File: src/rtl/piv_pkg.sv
// Shared types and constants of the pack index entry validator.
package piv_pkg;

  localparam int unsigned DATA_W   = 32;
  localparam int unsigned SIZE_W   = 28;
  localparam int unsigned CODE_W   = 8;
  localparam int unsigned ENTRY_W  = 16;
  localparam int unsigned CFG_IDX_W = 2;

  localparam logic [DATA_W-1:0] FIRST_OFFSET_RESET = 32'd1036832;
  localparam logic [SIZE_W-1:0] FILE_SIZE_RESET    = 28'd0;
  localparam logic [CODE_W-1:0] MISSING_CODE_RESET = 8'd0;
  localparam logic [CODE_W-1:0] MIXED_CODE_RESET   = 8'd2;

  localparam logic [7:0] MIN_SAMPLES   = 8'd2;
  localparam logic [7:0] MAX_SAMPLES   = 8'd121;
  localparam logic [2:0] BYTE_ROUND_UP = 3'd7;

  // Configuration register indexes
  localparam logic [CFG_IDX_W-1:0] REG_FIRST_OFFSET = 2'd0;
  localparam logic [CFG_IDX_W-1:0] REG_FILE_SIZE    = 2'd1;
  localparam logic [CFG_IDX_W-1:0] REG_MISSING_CODE = 2'd2;
  localparam logic [CFG_IDX_W-1:0] REG_MIXED_CODE   = 2'd3;

  typedef enum logic [1:0] {
    ST_ACCEPTED  = 2'd0,
    ST_MALFORMED = 2'd1,
    ST_MISMATCH  = 2'd2,
    ST_SKIPPED   = 2'd3
  } status_t;

  typedef struct packed {
    logic              first_entry;
    logic              last_entry;
    logic [7:0]        coverage_code;
    logic [7:0]        lon_samples;
    logic [7:0]        lat_samples;
    logic [7:0]        reserved_byte;
    logic [DATA_W-1:0] payload_offset;
    logic [DATA_W-1:0] payload_bytes;
    logic [DATA_W-1:0] payload_checksum;
  } entry_t;

  typedef struct packed {
    status_t            status;
    logic [ENTRY_W-1:0] entry_index;
    logic [DATA_W-1:0]  running_offset_out;
  } result_t;

  typedef struct packed {
    logic [DATA_W-1:0] first_payload_offset;
    logic [SIZE_W-1:0] declared_file_size;
    logic [CODE_W-1:0] missing_code;
    logic [CODE_W-1:0] mixed_code;
  } cfg_t;

  // Classified entry passed from the front to the back
  typedef struct packed {
    logic              first_entry;
    logic              last_entry;
    logic              mixed;
    logic              entry_ok;
    logic [DATA_W-1:0] payload_offset;
    logic [DATA_W-1:0] payload_bytes;
  } rec_t;

endpackage

File: src/rtl/piv_fifo.sv
// Small flop-based first-in first-out queue.
module piv_fifo #(
  parameter int unsigned WIDTH = 8,
  parameter int unsigned DEPTH = 2
) (
  input  logic             clk,
  input  logic             rst,
  input  logic             push,
  input  logic [WIDTH-1:0] wdata,
  output logic             full,
  input  logic             pop,
  output logic [WIDTH-1:0] rdata,
  output logic             empty
);

  localparam int unsigned PTR_W = (DEPTH > 1) ? $clog2(DEPTH) : 1;
  localparam int unsigned CNT_W = $clog2(DEPTH + 1);

  logic [WIDTH-1:0] mem [DEPTH];
  logic [PTR_W-1:0] wr_ptr;
  logic [PTR_W-1:0] rd_ptr;
  logic [CNT_W-1:0] count;
  logic             do_push;
  logic             do_pop;

  assign full    = (count == CNT_W'(DEPTH));
  assign empty   = (count == '0);
  assign do_push = push && !full;
  assign do_pop  = pop && !empty;
  assign rdata   = mem[rd_ptr];

  always_ff @(posedge clk) begin
    if (do_push) begin
      mem[wr_ptr] <= wdata;
    end
  end

  always_ff @(posedge clk) begin
    if (rst) begin
      wr_ptr <= '0;
      rd_ptr <= '0;
      count  <= '0;
    end else begin
      if (do_push) begin
        wr_ptr <= (wr_ptr == PTR_W'(DEPTH - 1)) ? '0 : wr_ptr + 1'b1;
      end
      if (do_pop) begin
        rd_ptr <= (rd_ptr == PTR_W'(DEPTH - 1)) ? '0 : rd_ptr + 1'b1;
      end
      case ({do_push, do_pop})
        2'b10:   count <= count + 1'b1;
        2'b01:   count <= count - 1'b1;
        default: count <= count;
      endcase
    end
  end

`ifndef NO_ASSERTIONS
  a_count_bound: assert property (@(posedge clk) disable iff (rst)
    count <= CNT_W'(DEPTH))
    else $error("queue count beyond depth");
`endif

endmodule

File: src/rtl/piv_front.sv
// Front part: classifies an incoming index entry against its static rules.
module piv_front (
  input  piv_pkg::cfg_t   cfg,
  input  piv_pkg::entry_t entry,
  output piv_pkg::rec_t   rec
);
  import piv_pkg::*;

  logic [15:0] cells;
  logic [16:0] bits_rounded;
  logic [13:0] expect_bytes;
  logic        is_missing;
  logic        is_mixed;
  logic        lon_in_range;
  logic        lat_in_range;
  logic        counts_ok;
  logic        payload_ok;

  assign cells        = 16'(entry.lon_samples) * 16'(entry.lat_samples);
  assign bits_rounded = 17'(cells) + 17'(BYTE_ROUND_UP);
  assign expect_bytes = bits_rounded[16:3];

  assign is_missing = (entry.coverage_code == cfg.missing_code);
  assign is_mixed   = (entry.coverage_code == cfg.mixed_code);

  assign lon_in_range = (entry.lon_samples >= MIN_SAMPLES) &&
                        (entry.lon_samples <= MAX_SAMPLES);
  assign lat_in_range = (entry.lat_samples >= MIN_SAMPLES) &&
                        (entry.lat_samples <= MAX_SAMPLES);

  // Missing cells carry no samples; every other cell needs both in range
  assign counts_ok = is_missing ? (entry.lon_samples == '0 && entry.lat_samples == '0)
                                : (lon_in_range && lat_in_range);

  assign payload_ok = is_mixed ? (entry.payload_bytes == DATA_W'(expect_bytes))
                               : (entry.payload_offset == '0 &&
                                  entry.payload_bytes == '0 &&
                                  entry.payload_checksum == '0);

  always_comb begin
    rec.first_entry    = entry.first_entry;
    rec.last_entry     = entry.last_entry;
    rec.mixed          = is_mixed;
    rec.entry_ok       = (entry.coverage_code <= cfg.mixed_code) &&
                         (entry.reserved_byte == '0) && counts_ok && payload_ok;
    rec.payload_offset = entry.payload_offset;
    rec.payload_bytes  = entry.payload_bytes;
  end

endmodule

File: src/rtl/piv_back.sv
// Back part: applies the running offset, failure and index state to each entry.
module piv_back #(
  parameter int unsigned MAX_ENTRIES = 65536
) (
  input  logic             clk,
  input  logic             rst,
  input  piv_pkg::cfg_t    cfg,
  input  logic             rec_valid,
  input  piv_pkg::rec_t    rec,
  output logic             rec_pop,
  input  logic             res_full,
  output logic             res_push,
  output piv_pkg::result_t res
);
  import piv_pkg::*;

  localparam int unsigned CNT_W = (MAX_ENTRIES > 1) ? $clog2(MAX_ENTRIES) : 1;

  logic [DATA_W-1:0] running_offset;
  logic              failed;
  logic [CNT_W-1:0]  counter;

  logic [DATA_W-1:0] base_off;
  logic              base_failed;
  logic [CNT_W-1:0]  idx;
  logic [DATA_W:0]   end_sum;
  logic              fits;
  logic              ok;
  logic [DATA_W-1:0] new_off;
  logic              mismatch;
  logic [DATA_W-1:0] running_offset_next;
  logic              failed_next;
  logic [CNT_W-1:0]  counter_next;
  status_t           status;

  assign rec_pop  = rec_valid && !res_full;
  assign res_push = rec_pop;

  always_comb begin
    base_off    = rec.first_entry ? cfg.first_payload_offset : running_offset;
    base_failed = rec.first_entry ? 1'b0 : failed;
    idx         = rec.first_entry ? '0 : counter;

    end_sum  = {1'b0, base_off} + {1'b0, rec.payload_bytes};
    fits     = (end_sum <= (DATA_W + 1)'(cfg.declared_file_size));
    ok       = rec.entry_ok &&
               (!rec.mixed || (rec.payload_offset == base_off && fits));
    new_off  = rec.mixed ? end_sum[DATA_W-1:0] : base_off;
    mismatch = rec.last_entry && (new_off != DATA_W'(cfg.declared_file_size));

    if (base_failed) begin
      status = ST_SKIPPED;
    end else if (!ok) begin
      status = ST_MALFORMED;
    end else if (mismatch) begin
      status = ST_MISMATCH;
    end else begin
      status = ST_ACCEPTED;
    end

    // Hold the offset on a skipped or malformed entry
    running_offset_next = (base_failed || !ok) ? base_off : new_off;
    failed_next         = base_failed || !ok || mismatch;
    counter_next        = (idx == CNT_W'(MAX_ENTRIES - 1)) ? '0 : idx + 1'b1;

    res.status             = status;
    res.entry_index        = ENTRY_W'(idx);
    res.running_offset_out = running_offset_next;
  end

  always_ff @(posedge clk) begin
    if (rst) begin
      running_offset <= FIRST_OFFSET_RESET;
      failed         <= 1'b0;
      counter        <= '0;
    end else if (rec_pop) begin
      running_offset <= running_offset_next;
      failed         <= failed_next;
      counter        <= counter_next;
    end
  end

`ifndef NO_ASSERTIONS
  a_skip_only_when_failed: assert property (@(posedge clk) disable iff (rst)
    (res_push && res.status == ST_SKIPPED) |-> (failed && !rec.first_entry))
    else $error("skipped result without a standing failure");

  a_error_sets_failed: assert property (@(posedge clk) disable iff (rst)
    (res_push && (res.status == ST_MALFORMED || res.status == ST_MISMATCH)) |=> failed)
    else $error("error result did not set failure state");

  a_state_holds_when_idle: assert property (@(posedge clk) disable iff (rst)
    !rec_pop |=> ($stable(running_offset) && $stable(failed) && $stable(counter)))
    else $error("back state moved without an entry");
`endif

endmodule

File: src/rtl/pack_index_entry_validator.sv
// Top level of the pack index entry validator.
//
// Validates a stream of decoded pack index entries and returns one result item
// per entry: accepted, malformed, coverage mismatch on the last entry, or
// skipped after an earlier error until an entry marked first restarts the
// check. Both sides behave as queues: push an entry while full is low, pop a
// result while empty is low. Throughput is one item per clock cycle while
// neither queue is full; an item is classified (sample counts, byte count
// against ceil(lon*lat/8), reserved byte, code range) on the cycle it is
// pushed and lands in a two-entry classification queue. The back part then
// checks it against the running payload offset and file size, updates its
// state and writes the result into a two-entry result queue, from which it
// is on the result ports and can be popped. The single-step update of the
// running offset in the back part sets the rate: one entry per cycle while
// the result queue has room. Configuration writes take effect at once; write
// only while no entry is in flight. A new first payload offset is used from
// the next restart on.
module pack_index_entry_validator #(
  parameter int unsigned MAX_ENTRIES = 65536
) (
  input  logic                               clk,
  input  logic                               rst,
  // Entry side
  input  logic                               push,
  input  piv_pkg::entry_t                    entry,
  output logic                               full,
  // Result side
  input  logic                               pop,
  output piv_pkg::result_t                   result,
  output logic                               empty,
  // Configuration writes
  input  logic                               cfg_we,
  input  logic [piv_pkg::CFG_IDX_W-1:0]      cfg_index,
  input  logic [piv_pkg::DATA_W-1:0]         cfg_data
);
  import piv_pkg::*;

  localparam int unsigned QUEUE_DEPTH = 2;

  cfg_t    cfg;
  rec_t    front_rec;
  rec_t    head_rec;
  logic    rec_empty;
  logic    rec_pop;
  logic    res_full;
  logic    res_push;
  result_t back_res;

  // Configuration registers
  always_ff @(posedge clk) begin
    if (rst) begin
      cfg.first_payload_offset <= FIRST_OFFSET_RESET;
      cfg.declared_file_size   <= FILE_SIZE_RESET;
      cfg.missing_code         <= MISSING_CODE_RESET;
      cfg.mixed_code           <= MIXED_CODE_RESET;
    end else if (cfg_we) begin
      case (cfg_index)
        REG_FIRST_OFFSET: cfg.first_payload_offset <= cfg_data;
        REG_FILE_SIZE:    cfg.declared_file_size   <= cfg_data[SIZE_W-1:0];
        REG_MISSING_CODE: cfg.missing_code         <= cfg_data[CODE_W-1:0];
        REG_MIXED_CODE:   cfg.mixed_code           <= cfg_data[CODE_W-1:0];
        default:          cfg.mixed_code           <= cfg.mixed_code;
      endcase
    end
  end

  // Classify the entry as it arrives
  piv_front u_front (
    .cfg   (cfg),
    .entry (entry),
    .rec   (front_rec)
  );

  // Decouple classification from the stateful check
  piv_fifo #(
    .WIDTH ($bits(rec_t)),
    .DEPTH (QUEUE_DEPTH)
  ) u_rec_queue (
    .clk   (clk),
    .rst   (rst),
    .push  (push),
    .wdata (front_rec),
    .full  (full),
    .pop   (rec_pop),
    .rdata (head_rec),
    .empty (rec_empty)
  );

  // Apply running offset, failure and index state
  piv_back #(
    .MAX_ENTRIES (MAX_ENTRIES)
  ) u_back (
    .clk       (clk),
    .rst       (rst),
    .cfg       (cfg),
    .rec_valid (!rec_empty),
    .rec       (head_rec),
    .rec_pop   (rec_pop),
    .res_full  (res_full),
    .res_push  (res_push),
    .res       (back_res)
  );

  // Hold finished results until the consumer pops them
  piv_fifo #(
    .WIDTH ($bits(result_t)),
    .DEPTH (QUEUE_DEPTH)
  ) u_res_queue (
    .clk   (clk),
    .rst   (rst),
    .push  (res_push),
    .wdata (back_res),
    .full  (res_full),
    .pop   (pop),
    .rdata (result),
    .empty (empty)
  );

`ifndef NO_ASSERTIONS
  a_no_result_overflow: assert property (@(posedge clk) disable iff (rst)
    res_push |-> !res_full)
    else $error("result written into a full result queue");

  a_drain_needs_entry: assert property (@(posedge clk) disable iff (rst)
    rec_pop |-> !rec_empty)
    else $error("back part took an entry from an empty queue");

  a_result_follows_entry: assert property (@(posedge clk) disable iff (rst)
    (rec_empty && !$past(rec_pop) && empty && !push) |=> rec_empty)
    else $error("entry appeared in the queue without a push");
`endif

endmodule

File: config.mk
export PLATFORM = sky130hd
export DESIGN_NAME = pack_index_entry_validator
export DESIGN_NICKNAME = d
export VERILOG_FILES = /design/src/rtl/piv_pkg.sv /design/src/rtl/piv_fifo.sv /design/src/rtl/piv_front.sv /design/src/rtl/piv_back.sv /design/src/rtl/pack_index_entry_validator.sv
export SDC_FILE = /design/constraint.sdc
export NUM_CORES = 1
export LEC_CHECK = 0
export ABC_CLOCK_PERIOD_IN_PS = 9370
export BUFFER_PORTS_ARGS = -buffer_cell sky130_fd_sc_hd__buf_2
export CORE_ASPECT_RATIO = 0.9
export CORE_MARGIN = 5
export CORE_UTILIZATION = 45
export DETAILED_ROUTE_END_ITERATION = 10
export GPL_TIMING_DRIVEN = 0
export SLEW_MARGIN = 30
export SYNTH_ARGS = -nofsm -noshare
export SYNTH_HDL_FRONTEND = slang
export SYNTH_SLANG_ARGS = --single-unit
File: constraint.sdc
create_clock -name clk -period 9.37 [get_ports clk]
set_input_delay 2.811 -clock clk [delete_from_list [all_inputs] [get_ports clk]]
set_output_delay 2.811 -clock clk [all_outputs]
set_load 0.02 [all_outputs]
==> run_results.csv, run 1 <==
group,metric,value,unit
status,outcome,"finished, final reports clean",
critical_path,critPathCaptureType,"flop",
critical_path,criticalPathCategory,"reg2reg",
logic_synthesis,yosysTopAreaCell,"edfxtp_1",
clock_network,cts_inserted_buffers,41,
power,peakVddDrop,0.143,mV
place,dp_hpwl,54.4,mm
global_routing,grt.total_usage,25.1,%
critical_path,critPathSlowestCell,"mux2i_2",
clock_network,clkTransAtPathRegs,0.06,ns
layout,antenna_cells,0,
floorplanning,die_h,221,um
clock_network,clkLatencyLatePin,0.59,ns
sta,fmax,110,MHz
floorplanning,dieArea,0.0539,sq mm
detailed_routing,drc,0,
logic_synthesis,syn_nets,2472,
sta,relSlewSlack,33.8,%
layout,area_growth,16.0,%
clock_network,cts.sinks,371,
place,io_buffers,208,
logic_synthesis,synth_area,0.0222,sq mm
logic_synthesis,synthTopCellsByCount,"nand2_1 (256), edfxtp_1 (236), dfxtp_1 (135)",
layout,fillers,4498,
detailed_routing,first_iter_violations,1635,
detailed_routing,ant_nets,0,
global_routing,grt_pass1_wl,104,mm
sta,skew,0.0312,ns
floorplanning,start_util,45.4,%
worst_hold_path,hold_class,"reg2reg",
place,place_congestion,0.959,
critical_path,max_stage_delay,0.66,ns
logic_synthesis,yosys_most_used_dff,"edfxtp_1",
clock_network,hold_buffers,0,
floorplanning,fp-row-count,77,
logic_synthesis,synth_top_cell_area_share,31.9,%
logic_synthesis,yosys.cell_types.count,94,
logic_synthesis,synth_edf_count,236,
sta,hold_violations,0,
logic_synthesis,ys_warn_count,0,
power,p_total,0.00748,W
layout,drive_above_1_share,19.2,%
floorplanning,coreArea,0.0489,sq mm
clock_network,cts-root-buf,"clkbuf_16",
critical_path,worstSetupStartpointType,"flop",
logic_synthesis,synthArstFlopShare,0,%
power,leakage,10.0,nW
logic_synthesis,synth_most_common_cell,"nand2_1",
sta,worstMarginPinSlew,0.965,ns
power,p_per_area,290,mW/mm^2
sta,rsz0062_at_grt,"false",
detailed_routing,wirelength,69.2,mm
detailed_routing,first_pass_iters,5,
logic_synthesis,ys_seq_area_share,44.1,%
layout,final_core_util,52.6,%
layout,nets,2732,
sta,final_max_slew_viol_count,0,
global_routing,antenna_found_initial,0,
sta,period_share,97.2,%
clock_network,cts_tree,"yes",
global_routing,grt_pass1_vias,17300,
clock_network,cts_max_level,2,
floorplanning,io_pins,221,
sta,fin_crit,9.11,ns
floorplanning,die_x,244,um
sta,worst_slack,0.263,ns
logic_synthesis,synthTopCellsByArea,"edfxtp_1 (32%), dfxtp_1 (12%), ha_1 (6.0%)",
logic_synthesis,netlist_instances,2160,
global_routing,overflow,0,
clock_network,clock_path_buffers,3,
detailed_routing,wl_per_cell,22.4,um
critical_path,required,9.61,ns
detailed_routing,num_vias,17900,
place,pre_cts_slack,-0.678,ns
detailed_routing,routed_via_density,5.79,
logic_synthesis,synth-seq-cells,371,
logic_synthesis,synth.avg_cell_area,10.3,sq um
flow_run,maxCapViolations,0,
critical_path,critPathMaxFanout,10,
critical_path,crit_arrival,9.34,ns
global_routing,grt_max_degree,48,
sta,setup_viol,0,
[flip-flops by register name, indices dropped and copies added, names as in the netlist, named ones only]
| register | flops |
|---|---|
| cfg | 76 |
| u_res_queue.count | 2 |
| u_back.failed | 1 |
| u_res_queue.mem | 100 |
| u_back.counter | 16 |
| u_res_queue.wr_ptr | 1 |
| u_rec_queue.count | 2 |
| u_rec_queue.rd_ptr | 1 |
| u_res_queue.rd_ptr | 1 |
| u_back.running_offset | 32 |
| u_rec_queue.mem | 136 |
| u_rec_queue.wr_ptr | 1 |
[metrics by stage]
| step | setup TNS [ns] | instances | area [sq um] | hold WS (ns) |
|---|---|---|---|---|
| final | 0 | 3084 | 25800 | 0.457 |
| after global routing | 0 | 3084 | 25800 | 0.475 |
| after CTS | 0 | 3081 | 25700 | 0.458 |
| after detailed placement | -33.06 | 3007 | 24300 | 0.447 |
| after global placement | -37.08 | 3000 | 24000 | 0.444 |
| after floorplan | 0 | 2160 | 22200 | 0.433 |
[critical path: cells and delay by family, from the launching register on]
family	cells	cell delay, ns
AO/OA/AOI/OAI	8	2.42
adder cells (fa/ha/maj)	3	1.19
buffers and inverters	7	1.52
flip-flops	1	0.32
AND/OR/NAND/NOR	8	2.27
multiplexers	2	1.01
[layout make-up]
cell class	count	area, sq um	share of cell area (%)
Multi-Input combinational cell	1557	11600	45.1
Sequential cell	371	9790	38.0
Clock buffer	49	1150	4.46
Clock inverter	26	259	1.01
Buffer	106	444	1.72
Timing Repair Buffer	219	1260	4.88
Tap cell	632	791	3.07
Inverter	124	465	1.81
[final timing paths]
kind | cells past startpoint | slack (ns) | end | start
worst max-delay path | 28 | 0.26 | u_res_queue.mem[0][16] | flop
worst min-delay path | 2 | 0.46 | u_back.running_offset[6] | u_back.running_offset[6]
worst min register to register | 2 | 0.46 | u_back.running_offset[6] | u_back.running_offset[6]
worst max register to register | 28 | 0.26 | u_res_queue.mem[0][16] | flop
[cell usage in the layout, fill, tap and decap left out, types with 58 or more instances in the layout]
cell        n
buf_2     215
nor2_1    106
ha_1      107
a21oi_1   133
and2_1     60
clkbuf_1   81
edfxtp_1  236
nand2_1   256
mux2_2    105
xnor2_1    92
dfxtp_1   135
o21ai_0    58
inv_1     124
[per-layer routing]
layer / wire length [um] / GRT usage (%) / vias to the layer above
li1: - / - / 8391
met3: 4760 / 3.62 / 84
met4: 1500 / 6.21 / 0
met2: 31800 / 40.9 / 679
met5: 0 / 0 / -
met1: 31200 / 35.7 / 8713
[logic make-up after synthesis]
logic type,share of synthesized area (%)
compound gates,13.3
fa+ha+maj,9.36
simple gates,15.0
flops,44.1
xor+xnor,5.21
mux,8.99
buf+inv,4.12
[what timing repair did]
item	CTS	global route
pin swaps	0	1
buffers inserted	0	4
setup endpoints to repair	94	96
resized for setup	4	12
[power breakdown]
part           leakage, nW  internal (W)  switching, W
logic                 6.04       0.00135       0.00227
registers             3.30       0.00209     0.0000982
clock network        0.696      0.000973      0.000695
Power figures use the tool's default switching activity.
==> run 2: changes to the inputs <==
- CORE_ASPECT_RATIO: 0.9 -> 1.75
==> run 2 against run 1 <==
Against the previous run:
- non-clock buffer count grew 1
- via count shrank 0.42%
- sequential power is essentially flat
- combinational power is essentially flat
- clock skew shrank 0.0018 ns
- first-iteration DRC count shrank 34%
- global-route usage grew 0.77 points
- design area shrank 1.0%
- hold slack gained 0.0038 ns
- wire length grew 3.7%
==> run_results.csv, run 2 (synthesis gave the netlist of run 1 again) <==
group,metric,value,unit
sta,fmax,108,MHz
clock_network,cts_tree,"yes",
power,internal_power,0.00423,W
clock_network,clkTransAtPathRegs,0.06,ns
critical_path,worst-r2r-cell-count,28,
clock_network,clock_path_buffers,3,
clock_network,hold_buffers,0,
place,dp_hpwl,58.0,mm
clock_network,cts-root-buf,"clkbuf_16",
critical_path,critPathSlowestCell,"a2111oi_1",
place,pre_cts_slack,-1.09,ns
floorplanning,die_h,304,um
sta,setup_viol,0,
clock_network,cts.sinks,371,
floorplanning,dieArea,0.0541,sq mm
worst_hold_path,hold_class,"reg2reg",
clock_network,clkLatencyLatePin,0.54,ns
critical_path,worstReg2RegEnd,"u_res_queue.mem[1][19]",
clock_network,cts_max_level,2,
sta,final_max_slew_viol_count,0,
detailed_routing,wl_per_cell,23.2,um
global_routing,grt.total_usage,25.9,%
layout,layout_common_cells,"nand2_1 (256), edfxtp_1 (236), buf_2 (214)",
layout,largest_register,"u_rec_queue.mem",
global_routing,grt_max_degree,43,
floorplanning,start_util,45.6,%
detailed_routing,wirelength,71.8,mm
layout,nets,2728,
critical_path,crit_arrival,9.48,ns
place,placed_area,0.0243,sq mm
critical_path,crit_path_end,"u_res_queue.mem[1][19]",
detailed_routing,num_vias,17800,
layout,top_regs,"u_rec_queue.mem: 136 flops, u_res_queue.mem: 100 flops, cfg: 76 flops",
power,combPwrFrac,50.2,%
sta,period_share,98.9,%
floorplanning,io_pins,221,
floorplanning,die_x,178,um
layout,layout_commonest_cell,"nand2_1",
critical_path,criticalPathCategory,"reg2reg",
sta,skew,0.0294,ns
global_routing,antenna_found_initial,1,
critical_path,worstSetupStartpointType,"flop",
layout,largest_reg_flops,136,
sta,worstMarginPinSlew,0.982,ns
global_routing,grt_pass1_vias,18200,
sta,rsz0062_at_grt,"false",
sta,fin_crit,9.27,ns
global_routing,overflow,0,
power,swShare,41.7,%
detailed_routing,drc,0,
sta,whs,0.461,ns
detailed_routing,ant_nets,0,
critical_path,rrSetupSlack,0.10,ns
critical_path,required,9.58,ns
critical_path,critPathCaptureType,"flop",
floorplanning,fp-row-count,107,
layout,final_core_util,52.3,%
power,switching_power,0.00303,W
sta,hold_violations,0,
detailed_routing,first_iter_violations,1077,
sta,setup_tns,0,ns
layout,fillers,4585,
place,place_congestion,0.991,
place,io_buffers,208,
layout,area_growth,14.8,%
status,outcome,"finished, final reports clean",
detailed_routing,first_pass_iters,5,
power,peakVddDrop,0.132,mV
clock_network,cts_inserted_buffers,36,
power,clkPwrFrac,19.6,%
critical_path,max_stage_delay,0.83,ns
floorplanning,coreArea,0.0487,sq mm
layout,design_area,0.0255,sq mm
global_routing,grt_pass1_wl,107,mm
power,p_per_area,285,mW/mm^2
layout,drive_above_1_share,18.3,%
flow_run,maxCapViolations,0,
power,pwr-share-seq,30.1,%
critical_path,critPathMaxFanout,10,
power,leakage,9.91,nW
sta,relSlewSlack,32.7,%
sta,worst_slack,0.100,ns
detailed_routing,routed_via_density,5.74,
-- run 2: cell types whose count changed in the layout (fill, tap and decap cells not counted), sizes merged --
cell      previous run  this run
buf                246       247
bufinv               3         2
clkbuf             128       126
clkinv              16        12
clkinvlp             2         3
diode                0         1
inv                129       125
-- run 2: worst min-delay path by stage --
| stage | startpoint | end | slack (ns) | cells after the start |
|---|---|---|---|---|
| detailed placement | cfg[66] | cfg[66] | 0.45 | 2 |
| global placement | cfg[71] | cfg[71] | 0.44 | 2 |
| CTS | cfg[66] | cfg[66] | 0.46 | 2 |
| finish | cfg[66] | cfg[66] | 0.46 | 2 |
| floorplan | u_back.running_offset[21] | u_back.running_offset[21] | 0.43 | 2 |
| global route | cfg[19] | cfg[19] | 0.48 | 2 |
-- run 2: timing repair --
| action | in CTS | in global routing |
|---|---|---|
| buffers inserted | 2 | 3 |
| pin swaps | 1 | 0 |
| endpoints found under the setup margin | 99 | 54 |
| resized for setup | 7 | 5 |
| cloned | 0 | 0 |
-- run 2: worst max-delay path, delay by kind of cell, from the launching register on --
kind | cells | cell delay [ns]
compound gates | 7 | 2.41
fa+ha+maj | 2 | 0.79
buf+inv | 7 | 1.63
flops | 1 | 0.32
mux | 2 | 1.13
simple gates | 10 | 2.61
-- run 2: metal layers --
metal | track usage (%) | share of wire (%)
met1 | 28.1 | 36
met3 | 2.73 | 5.2
met2 | 47.1 | 51
met4 | 16.5 | 7.8
met5 | 0 | 0
-- run 2: metrics by stage --
step                      instances  power [W]
after floorplan                2160    0.00464
after global routing           3098    0.00765
after detailed placement       3029    0.00581
after global placement         3022    0.00570
final                          3098    0.00726
after CTS                      3095    0.00726
-- run 2: power groups by stage --
stage               logic [W]  clock network (W)  registers (W)
floorplan             0.00244                  0        0.00221
global placement      0.00346                  0        0.00224
finish                0.00365            0.00143        0.00219
CTS                   0.00362            0.00145        0.00219
global route          0.00393            0.00150        0.00221
detailed placement    0.00359                  0        0.00222
-- run 2: layout make-up --
| type | count | area, sq um | area share (%) |
|---|---|---|---|
| multi-input combinational | 1557 | 11600 | 45.5 |
| sequential | 371 | 9790 | 38.4 |
| timing repair buffer | 220 | 1260 | 4.93 |
| clock buffer | 47 | 962 | 3.77 |
| tap | 654 | 818 | 3.21 |
| inverter | 124 | 465 | 1.83 |
| buffer | 106 | 443 | 1.74 |
| clock inverter | 18 | 170 | 0.667 |
| antenna | 1 | 2.50 | 0.00981 |
==> run 3: changes to the inputs <==
--- a/config.mk
+++ b/config.mk
@@ -6,5 +6,4 @@
 export NUM_CORES = 1
 export LEC_CHECK = 0
-export ABC_CLOCK_PERIOD_IN_PS = 9370
 export BUFFER_PORTS_ARGS = -buffer_cell sky130_fd_sc_hd__buf_2
 export CORE_ASPECT_RATIO = 1.75
@@ -13,4 +12,5 @@
 export DETAILED_ROUTE_END_ITERATION = 10
 export GPL_TIMING_DRIVEN = 0
+export MAX_ROUTING_LAYER = met4
 export SLEW_MARGIN = 30
 export SYNTH_ARGS = -nofsm -noshare
==> constraint.sdc (replaced) <==
create_clock -name clk -period 9.37 [get_ports clk]
set_input_delay 0.937 -clock clk [delete_from_list [all_inputs] [get_ports clk]]
set_output_delay 0.937 -clock clk [all_outputs]
set_load 0.02 [all_outputs]
==> run 3 against run 2 <==
Against the previous run:
- maximum frequency up 2.8%
- sequential cell count unchanged
- non-clock buffer count unchanged
- total power down 0.31%
- highest routed layer unchanged
==> run_results.csv, run 3 (synthesis gave the netlist of run 1 again) <==
group,metric,value,unit
status,outcome,"finished, final reports clean",
global_routing,antenna_found_initial,1,
critical_path,critPathMaxFanout,10,
critical_path,worstSetupStartpointType,"flop",
sta,worstMarginPinSlew,1.01,ns
floorplanning,io_pins,221,
floorplanning,start_util,45.6,%
worst_hold_path,holdCritStartpoint,"cfg[3]",
sta,worst_slack,0.352,ns
detailed_routing,drc,0,
layout,area_growth,14.7,%
global_routing,overflow,0,
layout,layout_common_cells,"nand2_1 (256), edfxtp_1 (236), buf_2 (213)",
floorplanning,fp-row-count,107,
clock_network,hold_buffers,0,
worst_hold_path,hold_path_depth,2,
flow_run,maxCapViolations,0,
worst_hold_path,hold_class,"reg2reg",
place,dp_hpwl,58.8,mm
critical_path,critPathCaptureType,"flop",
floorplanning,dieArea,0.0541,sq mm
layout,layout_commonest_cell,"nand2_1",
clock_network,cts_tree,"yes",
place,pre_cts_slack,-1.09,ns
global_routing,grt_pass1_vias,18100,
layout,largest_reg_flops,136,
sta,period_share,96.2,%
clock_network,cts_max_level,2,
detailed_routing,first_iter_violations,1081,
critical_path,required,9.81,ns
floorplanning,die_x,178,um
sta,setup_viol,0,
sta,setup_tns,0,ns
global_routing,grt.total_usage,26.8,%
sta,relSlewSlack,30.6,%
sta,rsz0062_at_grt,"false",
detailed_routing,ant_nets,0,
floorplanning,die_h,304,um
critical_path,crit_arrival,9.46,ns
layout,final_core_util,52.3,%
place,placed_area,0.0243,sq mm
place,io_buffers,208,
clock_network,clkTransAtPathRegs,0.06,ns
layout,drive_above_1_share,18.3,%
clock_network,cts.sinks,371,
sta,skew,0.0305,ns
detailed_routing,routed_via_density,5.75,
sta,fin_crit,9.02,ns
layout,largest_register,"u_rec_queue.mem",
global_routing,grt_max_degree,46,
layout,nets,2727,
critical_path,rrSetupSlack,0.35,ns
power,p_per_area,284,mW/mm^2
layout,design_area,0.0255,sq mm
worst_hold_path,min_to,"cfg[3]",
critical_path,cp_common_cell,"a21oi_1",
power,leakage,9.91,nW
critical_path,critPathSlowestCell,"o21ai_0",
critical_path,criticalPathCategory,"reg2reg",
critical_path,worstReg2RegEnd,"u_back.running_offset[23]",
detailed_routing,num_vias,17800,
detailed_routing,first_pass_iters,6,
clock_network,clkLatencyLatePin,0.55,ns
critical_path,max_stage_delay,0.59,ns
sta,whs,0.455,ns
sta,hold_violations,0,
sta,final_max_slew_viol_count,0,
sta,fmax,111,MHz
clock_network,clock_path_buffers,3,
global_routing,grt_pass1_wl,107,mm
critical_path,worst-r2r-cell-count,29,
place,place_congestion,0.989,
clock_network,cts_inserted_buffers,35,
clock_network,cts-root-buf,"clkbuf_16",
layout,top_regs,"u_rec_queue.mem: 136 flops, u_res_queue.mem: 100 flops, cfg: 76 flops",
power,peakVddDrop,0.139,mV
detailed_routing,wirelength,72.4,mm
floorplanning,coreArea,0.0487,sq mm
detailed_routing,wl_per_cell,23.4,um
run 3: final cells by class:
cell class                 instances  area [sq um]
tap                              654           818
sequential                       371          9790
antenna                            1          2.50
inverter                         124           465
timing repair buffer             221          1270
buffer                           105           438
fill                            4567         23300
clock buffer                      40           946
multi-input combinational       1557         11600
clock inverter                    21           140
run 3: how the worst max path moves through the flow:
| stage | startpoint | end | slack [ns] |
|---|---|---|---|
| floorplan | flop | u_back.running_offset[11] | 1.88 |
| global placement | flop | u_res_queue.mem[0][5] | -1.16 |
| detailed placement | flop | u_res_queue.mem[0][5] | -1.09 |
| CTS | flop | u_res_queue.mem[1][19] | 0.009 |
| global route | flop | u_res_queue.mem[1][19] | 0.07 |
| finish | flop | u_back.running_offset[23] | 0.35 |
run 3: what timing repair did:
| item | 4_1_cts | 5_1_grt |
|---|---|---|
| setup buffers | 2 | 4 |
| setup endpoints to repair | 99 | 38 |
| resized for setup | 9 | 4 |
| pin swaps | 1 | 0 |
| gates cloned | 0 | 0 |
run 3: metal layers:
metal  GRT usage (%)  wire [um]  vias to the layer above
li1                -          -                     8385
met1            27.9      26400                     8630
met2            48.5      37900                      599
met3            2.59       3210                      184
met4            15.5       4960                        0
met5               -          0                        -
run 3: critical path: cells and delay by family, from the launching register on:
family,cells,cell delay [ns]
AOI/OAI and AO/OA,12,3.48
and+or+nand+nor,5,1.73
buffers and inverters,6,1.39
adders and majority gates,3,1.02
muxes,2,0.76
DFF,1,0.32
xor gates and xnor gates,1,0.19
run 3: metrics by stage:
| step | instances | power, W |
|---|---|---|
| after detailed placement | 3029 | 0.00583 |
| after CTS | 3091 | 0.00724 |
| final | 3094 | 0.00724 |
| after global routing | 3094 | 0.00763 |
| after floorplan | 2160 | 0.00464 |
| after global placement | 3022 | 0.00572 |
run 3: power breakdown:
part           switching (W)  internal (W)
sequential         0.0000979       0.00209
combinational        0.00231       0.00135
clock               0.000635      0.000755
total                0.00304       0.00420
